## src/rtl/core/bae_pkg.sv

```systemverilog
// Package for the bounded array engine: sizes, operation and status codes,
// request and response structs and the sequencer state type. No dependencies.
package bae_pkg;

   localparam int Capacity = 16;
   localparam int IdxW     = $clog2(Capacity);
   localparam int CntW     = $clog2(Capacity + 1);

   typedef enum logic [3:0] {
      OP_APPEND = 4'd0, OP_INSERT = 4'd1, OP_DELETE = 4'd2, OP_GET = 4'd3,
      OP_SET = 4'd4, OP_SEARCH = 4'd5, OP_SEARCH_TR = 4'd6, OP_SEARCH_HD = 4'd7,
      OP_BSEARCH = 4'd8, OP_MAX = 4'd9, OP_MIN = 4'd10, OP_SUM = 4'd11,
      OP_REVERSE = 4'd12, OP_RSV13 = 4'd13, OP_RSV14 = 4'd14, OP_RSV15 = 4'd15
   } op_type;

   typedef enum logic [2:0] {
      ST_OK = 3'd0, ST_BADIDX = 3'd1, ST_FULL = 3'd2, ST_NOTFOUND = 3'd3,
      ST_EMPTY = 3'd4
   } status_type;

   typedef struct packed {
      logic [3:0]         operation;
      logic [4:0]         position;
      logic signed [31:0] operand_value;
   } req_type;

   typedef struct packed {
      logic [2:0]         status;
      logic signed [31:0] result_value;
      logic [3:0]         result_index;
      logic [4:0]         element_count;
   } rsp_type;

   // RD issues a read, RW waits for its data and decides, WB2 writes one word.
   typedef enum logic [2:0] {
      S_IDLE, S_RD, S_RW, S_WB2, S_DONE
   } state_type;

endpackage

```

## src/rtl/core/bounded_array_engine.sv

```systemverilog
// Top level of the bounded array engine: a 16-word array in one synchronous
// memory walked by a small sequencer. Depends on bae_pkg.
//
//   channel  direction  handshake          payload
//   req      in         start / busy       req_type
//   rsp      out        rsp_valid strobe   rsp_type
//   csr      in         csr_valid/ready    capacity_in_use, 5 bits
//
// Each transaction makes at most one memory access per cycle. Append, set, errors
// and unused codes respond without a memory read; get reads one word; shifts,
// searches, max, min and sum read one element at a time; reverse reads and swaps
// pairs from both ends; binary search reads one word per probe. The next start is
// taken in the cycle after the strobe.
// Reset clears the count and sets capacity to 16; array contents are undefined.
// The response is a one-cycle strobe; the receiver cannot stall it.
module bounded_array_engine
   import bae_pkg::*;
(
   input  logic    clock,
   input  logic    reset,
   input  logic    start,
   output logic    busy,
   input  req_type req_data,
   output logic    rsp_valid,
   output rsp_type rsp_data,
   input  logic    csr_valid,
   output logic    csr_ready,
   input  logic [4:0] csr_data
);

   localparam logic [CntW-1:0] CapFull = CntW'(Capacity);

   // Element memory, read data registered.
   logic [31:0] mem [Capacity];
   logic [31:0] rd_data;
   logic        mem_re, mem_we;
   logic [IdxW-1:0] rd_addr, wr_addr;
   logic [31:0] wr_data;

   always_ff @(posedge clock) begin
      if (mem_we) mem[wr_addr] <= wr_data;
      if (mem_re) rd_data <= mem[rd_addr];
   end

   state_type state_ff, state_in;
   op_type op_ff, op_in;
   logic [CntW-1:0] cnt_ff, cnt_in, cap_ff, cap_in;
   logic [CntW-1:0] i_ff, i_in, j_ff, j_in, pos_ff, pos_in;
   logic signed [CntW:0] lo_ff, lo_in, hi_ff, hi_in;
   logic [31:0] key_ff, key_in, acc_ff, acc_in, hold_ff, hold_in;
   logic [2:0]  st_ff, st_in;
   logic [IdxW-1:0] ridx_ff, ridx_in;
   logic        ph_ff, ph_in;   // second read of a swap pair, or shift phase of delete
   logic        first_ff, first_in;

   // Always taken; configuration is to be written only while idle, unchecked.
   assign csr_ready = 1'b1;
   always_comb cap_in = csr_valid ? csr_data : cap_ff;
   always_ff @(posedge clock) begin
      if (reset) cap_ff <= CapFull;
      else cap_ff <= cap_in;
   end
   logic [CntW-1:0] cap_now;
   always_comb cap_now = (cap_ff < CapFull) ? cap_ff : CapFull;

   always_ff @(posedge clock) begin
      if (reset) begin
         state_ff <= S_IDLE;
         cnt_ff   <= '0;
      end else begin
         state_ff <= state_in;
         cnt_ff   <= cnt_in;
      end
      op_ff <= op_in; i_ff <= i_in; j_ff <= j_in; pos_ff <= pos_in;
      lo_ff <= lo_in; hi_ff <= hi_in; key_ff <= key_in; acc_ff <= acc_in;
      hold_ff <= hold_in; st_ff <= st_in; ridx_ff <= ridx_in; ph_ff <= ph_in;
      first_ff <= first_in;
   end

   logic signed [CntW:0] mid;
   always_comb mid = (lo_ff + hi_ff) >>> 1;

   // Sequencer: next state, memory controls and response.
   always_comb begin
      state_in = state_ff; op_in = op_ff; cnt_in = cnt_ff; i_in = i_ff;
      j_in = j_ff; pos_in = pos_ff; lo_in = lo_ff; hi_in = hi_ff;
      key_in = key_ff; acc_in = acc_ff; hold_in = hold_ff; st_in = st_ff;
      ridx_in = ridx_ff; ph_in = ph_ff; first_in = first_ff;
      mem_re = 1'b0; mem_we = 1'b0; rd_addr = '0; wr_addr = '0; wr_data = key_ff;
      rsp_valid = 1'b0;
      rsp_data = '{status: st_ff, result_value: acc_ff,
                   result_index: ridx_ff, element_count: cnt_ff};
      case (state_ff)
         S_IDLE: begin
            if (start) begin
               op_in = op_type'(req_data.operation);
               pos_in = req_data.position;
               key_in = req_data.operand_value;
               acc_in = '0; st_in = ST_OK; ridx_in = '0; ph_in = 1'b0;
               first_in = 1'b1;
               state_in = S_DONE;
               case (op_type'(req_data.operation))
                  OP_APPEND: begin
                     if (cnt_ff >= cap_now) st_in = ST_FULL;
                     else begin
                        mem_we = 1'b1; wr_addr = cnt_ff[IdxW-1:0];
                        wr_data = req_data.operand_value; cnt_in = cnt_ff + 1'b1;
                     end
                  end
                  OP_INSERT: begin
                     if (req_data.position > cnt_ff) st_in = ST_BADIDX;
                     else if (cnt_ff >= cap_now) st_in = ST_FULL;
                     else begin
                        i_in = cnt_ff; state_in = S_RD;   // move i-1 to i
                     end
                  end
                  OP_DELETE, OP_GET, OP_SET: begin
                     if (req_data.position >= cnt_ff) st_in = ST_BADIDX;
                     else if (op_type'(req_data.operation) == OP_SET) begin
                        mem_we = 1'b1; wr_addr = req_data.position[IdxW-1:0];
                        wr_data = req_data.operand_value;
                     end else begin
                        i_in = req_data.position; state_in = S_RD;
                     end
                  end
                  OP_SEARCH, OP_SEARCH_TR, OP_SEARCH_HD: begin
                     i_in = '0; st_in = ST_NOTFOUND;
                     if (cnt_ff != '0) state_in = S_RD;
                  end
                  OP_BSEARCH: begin
                     st_in = ST_NOTFOUND; lo_in = '0;
                     hi_in = (CntW+1)'($signed({1'b0, cnt_ff}) - 1);
                     if (cnt_ff != '0) state_in = S_RD;
                  end
                  OP_MAX, OP_MIN: begin
                     i_in = '0;
                     if (cnt_ff == '0) st_in = ST_EMPTY; else state_in = S_RD;
                  end
                  OP_SUM: begin
                     i_in = '0;
                     if (cnt_ff != '0) state_in = S_RD;
                  end
                  OP_REVERSE: begin
                     i_in = '0; j_in = cnt_ff - 1'b1;
                     if (cnt_ff > 1) state_in = S_RD;
                  end
                  default: ;
               endcase
            end
         end
         S_RD: begin
            mem_re = 1'b1; state_in = S_RW;
            case (op_ff)
               OP_INSERT: rd_addr = IdxW'(i_ff - 1'b1);
               OP_DELETE: rd_addr = IdxW'(ph_ff ? i_ff + 1'b1 : i_ff);
               OP_BSEARCH: rd_addr = mid[IdxW-1:0];
               OP_SEARCH_TR, OP_SEARCH_HD, OP_REVERSE:
                  rd_addr = ph_ff ? j_ff[IdxW-1:0] : i_ff[IdxW-1:0];
               default: rd_addr = i_ff[IdxW-1:0];
            endcase
         end
         S_RW: begin
            state_in = S_RD;
            case (op_ff)
               OP_INSERT: begin
                  if (i_ff > pos_ff) begin
                     mem_we = 1'b1; wr_addr = i_ff[IdxW-1:0]; wr_data = rd_data;
                     i_in = i_ff - 1'b1;
                     if (i_ff - 1'b1 == pos_ff) state_in = S_WB2;
                  end else state_in = S_WB2;
               end
               OP_GET: begin acc_in = rd_data; state_in = S_DONE; end
               OP_DELETE: begin
                  if (!ph_ff) begin
                     acc_in = rd_data; ph_in = 1'b1;
                     if (i_ff + 1'b1 >= cnt_ff) begin
                        cnt_in = cnt_ff - 1'b1; state_in = S_DONE;
                     end
                  end else begin
                     mem_we = 1'b1; wr_addr = i_ff[IdxW-1:0]; wr_data = rd_data;
                     i_in = i_ff + 1'b1;
                     if (i_ff + 2'd2 >= cnt_ff) begin
                        cnt_in = cnt_ff - 1'b1; state_in = S_DONE;
                     end
                  end
               end
               OP_SEARCH, OP_SEARCH_TR, OP_SEARCH_HD: begin
                  if (!ph_ff) begin
                     if (rd_data == key_ff) begin
                        st_in = ST_OK; ridx_in = i_ff[IdxW-1:0];
                        if (op_ff == OP_SEARCH || i_ff == '0) state_in = S_DONE;
                        else begin
                           ph_in = 1'b1;
                           j_in = (op_ff == OP_SEARCH_TR) ? i_ff - 1'b1 : '0;
                        end
                     end else if (i_ff + 1'b1 >= cnt_ff) state_in = S_DONE;
                     else i_in = i_ff + 1'b1;
                  end else begin
                     // slot i holds key; write partner into i, key into j
                     mem_we = 1'b1; wr_addr = i_ff[IdxW-1:0]; wr_data = rd_data;
                     state_in = S_WB2;
                  end
               end
               OP_BSEARCH: begin
                  if (rd_data == key_ff) begin
                     st_in = ST_OK; ridx_in = mid[IdxW-1:0]; state_in = S_DONE;
                  end else begin
                     if ($signed(key_ff) < $signed(rd_data)) begin
                        hi_in = (CntW+1)'(mid - 1);
                        if (lo_ff > mid - 1) state_in = S_DONE;
                     end else begin
                        lo_in = (CntW+1)'(mid + 1);
                        if (mid + 1 > hi_ff) state_in = S_DONE;
                     end
                  end
               end
               OP_MAX, OP_MIN, OP_SUM: begin
                  if (op_ff == OP_SUM) acc_in = acc_ff + rd_data;
                  else if (first_ff) acc_in = rd_data;
                  else if (op_ff == OP_MAX ? ($signed(acc_ff) < $signed(rd_data))
                                           : ($signed(rd_data) < $signed(acc_ff)))
                     acc_in = rd_data;
                  first_in = 1'b0;
                  i_in = i_ff + 1'b1;
                  if (i_ff + 1'b1 >= cnt_ff) state_in = S_DONE;
               end
               OP_REVERSE: begin
                  if (!ph_ff) begin hold_in = rd_data; ph_in = 1'b1; end
                  else begin
                     mem_we = 1'b1; wr_addr = i_ff[IdxW-1:0]; wr_data = rd_data;
                     state_in = S_WB2;
                  end
               end
               default: state_in = S_DONE;
            endcase
         end
         S_WB2: begin
            mem_we = 1'b1; state_in = S_DONE;
            case (op_ff)
               OP_INSERT: begin
                  wr_addr = pos_ff[IdxW-1:0]; wr_data = key_ff;
                  cnt_in = cnt_ff + 1'b1;
               end
               OP_REVERSE: begin
                  wr_addr = j_ff[IdxW-1:0]; wr_data = hold_ff; ph_in = 1'b0;
                  i_in = i_ff + 1'b1; j_in = j_ff - 1'b1;
                  if (i_ff + 1'b1 < j_ff - 1'b1) state_in = S_RD;
               end
               default: begin wr_addr = j_ff[IdxW-1:0]; wr_data = key_ff; end
            endcase
         end
         S_DONE: begin
            rsp_valid = 1'b1; state_in = S_IDLE;
         end
         default: state_in = S_IDLE;
      endcase
   end

   assign busy = (state_ff != S_IDLE);

   // The count never exceeds the array depth.
   a_cnt_bound: assert property (@(posedge clock) disable iff (reset)
      cnt_ff <= CapFull) else $error("element count above depth");
   // A response comes only at the end of a transaction.
   a_rsp_end: assert property (@(posedge clock) disable iff (reset)
      rsp_valid |=> !busy) else $error("busy after response");
   // No memory read is issued in the idle state.
   a_idle_rd: assert property (@(posedge clock) disable iff (reset)
      !busy |-> !mem_re) else $error("read while idle");
   // The count changes only when a request is accepted or one is in progress.
   a_cnt_hold: assert property (@(posedge clock) disable iff (reset)
      (!busy && !start) |=> $stable(cnt_ff)) else $error("count changed idle");

endmodule
```

## config.mk

```make
export PLATFORM = sky130hd
export DESIGN_NAME = bounded_array_engine
export DESIGN_NICKNAME = d
export VERILOG_FILES = /design/src/rtl/core/bae_pkg.sv /design/src/rtl/core/bounded_array_engine.sv
export SDC_FILE = /design/constraint.sdc
export NUM_CORES = 1
export LEC_CHECK = 0
export ABC_AREA = 1
export BUFFER_PORTS_ARGS = -buffer_cell sky130_fd_sc_hd__clkbuf_2
export CORE_ASPECT_RATIO = 0.6
export CORE_MARGIN = 1
export CORE_UTILIZATION = 40
export CTS_CLUSTER_SIZE = 14
export DETAILED_ROUTE_END_ITERATION = 12
export GPL_TIMING_DRIVEN = 0
export HOLD_SLACK_MARGIN = 0.15
export PLACE_DENSITY = 0.66
export SLEW_MARGIN = 10
export SYNTH_ARGS = -nofsm -noshare
export SYNTH_HDL_FRONTEND = slang
export SYNTH_SLANG_ARGS = --single-unit
```

## constraint.sdc

```tcl
create_clock -name clock -period 7.48 [get_ports clock]
set_input_delay 1.122 -clock clock [delete_from_list [all_inputs] [get_ports clock]]
set_output_delay 1.122 -clock clock [all_outputs]
set_load 0.05 [all_outputs]
```

==> qor.yml <==
floorplanning:
  design.die.area_um2: 91100
  rows: 84
  initial_utilization_pct: 40.7
  floorplan.io_pins: 97
  chipWidth_um: 389
  die_y_um: 234
  core_area_um2: 88300
critical_path:
  timing.critical_path.arrival_ns: 5.49
  worst-endpoint-required_ns: 7.44
  critPathLaunchType: "flip-flop"
  timing_worst_setup_path_type: "reg -> reg"
  worst_path_maximum_fanout: 16
  setup.worst_path.end_class: "flip-flop"
synth:
  yosysTopAreaCell: "edfxtp_1"
  synthArstFlopShare_pct: 0
  postSynthRegisterBits: 693
  synth_ff_type: "edfxtp_1"
  yosys.area.top_type_share_pct: 56.8
  avgSynthCellArea_um2: 9.76
  synth_sequential_area_ratio_pct: 57.5
  postSynthNetCount: 3890
  yosys-top-cells-area: "edfxtp_1, nand2_1, nand3_1"
  synth_area_um2: 36000
  synth-edff-count: 680
  post_synth_num_cell_types: 55
  yosys_warnings: 0
  synth_cells: 3684
global_route:
  first_global_vias: 26100
  grt_pass1_wl_mm: 181
  pin_count_of_the_biggest_net_entering_global_routing: 29
  number_of_antenna_violations_at_the_first_check_in_global_routing: 1
  overflow_left_after_global_routing: 0
  grt_use_total_pct: 27.5
status:
  result_of_the_run: "finished clean"
timing:
  post-route-period-util_pct: 74.0
  finalMaxSlewViolations: 0
  grt_setup_unrepaired: "no"
  final.min_clock_period_ns: 5.53
  final_critical_path_setup_slack_ns: 1.95
  clock-skew-final_ns: 0.0248
  tightest_slew_ns: 1.35
  setup_violations: 0
  worst_hold_check_slack_ns: 0.465
  relative_slew_slack_pct: 9.76
  timing.fmax_mhz: 181
  finalHoldViolCount: 0
clocking:
  numCtsBuffers: 66
  htreeDepth: 3
  max-clock-path-buffers: 3
  worst_skew_pair.late_latency_ns: 0.64
  post_cts.repair.setup_buffers: 0
  clk_pin_slew_worst_paths_ns: 0.07
  clk_root_buffer_cell: "clkbuf_16"
  post_cts.resized_instances: 0
  cts_tree: "built"
  hold_buffers: 0
  cts.sink_count: 693
drt:
  detailroute.via_count: 29200
  drt_wl_total_mm: 127
  drtAntennaViolNets: 0
  drt-pass1-iter-count: 6
  route.detailed.vias_per_inst: 5.75
  drc_errors: 0
  avgRoutedWirePerCell_um: 25.1
  drt_first_iter_violations: 4488
placement:
  place_inst: 4968
  place_congestion: 0.971
  place_worst_setup_slack_ns: 1.78
  post-dp-hpwl_mm: 96.0
  port_buffers: 95
flow_run:
  max-cap-violations: 0
power_and_ir_drop:
  power_w: 0.0154
  power_density_nw_per_um2: 379
  leakagePower_nw: 16.6
  power.ir.vdd_worst_uv: 256
layout:
  layout_common_cells: "nand2_1, edfxtp_1, inv_1"
  filler_cell_count: 8254
  num-nets-final: 4082
  filler_free_cell_count_of_the_finished_design: 5077
  area_growth_syn_to_fin_pct: 13.0
  drive_gt1_share_pct: 9.63
  mostFrequentLayoutCell: "nand2_1"
hold_path:
  worst_hold_path_class: "reg -> reg"
==> final cells by class <==
class                           count  area, um2  area share (%)
Antenna cell                        2       5.00          0.0123
Buffer                            170        792            1.95
Clock buffer                       79       1740            4.29
Clock inverter                     27        283           0.696
Inverter                          462       1730            4.27
Multi-Input combinational cell   2359      12900            31.8
Sequential cell                   693      20700            50.9
Tap cell                         1161       1450            3.58
Timing Repair Buffer              124       1010            2.49
==> flip-flops by register name, indices dropped and copies added (netlist names), 4 cells and up <==
register / cells
lo_ff: 6
op_ff: 4
key_ff: 32
rd_data: 32
acc_ff: 32
cnt_ff: 5
cap_ff: 5
hi_ff: 6
pos_ff: 5
i_ff: 5
mem: 512
hold_ff: 32
ridx_ff: 4
j_ff: 5
==> path summary, 6_finish.rpt <==
check,from,end,slack [ns],cells after the start
max,cnt_ff[2],mem[1][25],1.95,15
min,cap_ff[0],cap_ff[0],0.47,2
max reg2reg,cnt_ff[2],mem[1][25],1.95,15
min reg2reg,cap_ff[0],cap_ff[0],0.47,2
==> cells in the mapped netlist, types with 10 or more instances <==
library cell,n
buf_2,102
o21ai_0,170
nor2_1,179
nand3b_1,61
edfxtp_1,680
ha_1,154
inv_2,14
a211oi_1,13
xor2_1,32
inv_1,444
o21bai_1,10
clkbuf_1,54
nand3_1,442
nand4_1,40
nor3_1,24
dfxtp_1,13
nand2_1,826
o211ai_1,149
o221ai_1,10
a21oi_1,158
==> worst max-delay path, cell delays in order, from the launching register on <==
cell and delay [ns]:
dfxtp_1 0.38, clkbuf_1 0.32, inv_1 0.20, ha_1 0.33, a21oi_1 0.14, o21a_1 0.14
nand3_1 0.16, nor2_1 0.27, inv_1 0.09, nand2_1 0.33, inv_2 0.17, nor2_2 0.49
clkbuf_1 0.60, o21ai_0 0.17, nand2_1 0.09, nand4_1 0.95
==> per-layer routing <==
metal,share of wire (%),vias to the layer above,global-route usage [%]
li1,-,13200,-
met1,46,14000,43.2
met2,35,1860,32.8
met3,17,155,12.9
met4,1.6,6,5.40
met5,0.16,-,1.61
==> where the power goes <==
group	internal [W]	total, W	leakage, nW	switching [W]
sequential	0.00514	0.00551	6.36	0.000370
combinational	0.00168	0.00652	9.22	0.00483
clock	0.00183	0.00336	0.988	0.00152
total	0.00866	0.0154	16.6	0.00672
==> cell families after synthesis <==
| kind of cell | count (synthesis) | synth area share, % |
|---|---|---|
| AND/OR/NAND/NOR | 1597 | 19.5 |
| flip-flops | 693 | 57.5 |
| buffers and inverters | 632 | 7.03 |
| AO/OA/AOI/OAI | 567 | 9.55 |
| adder cells (fa/ha/maj) | 156 | 5.47 |
| XOR/XNOR | 37 | 0.901 |
| other | 1 | 0.0104 |
| multiplexers | 1 | 0.0278 |
==> through the flow <==
step	TNS [ns]	cell area (um2)	util (%)
finish	0	40600	46.0
global route	0	40600	46.0
CTS	0	40600	46.0
detailed placement	0	38600	43.7
global placement	-877.29	37900	42.9
floorplan	0	36000	-
No activity file was read; power rests on OpenSTA's default activity.
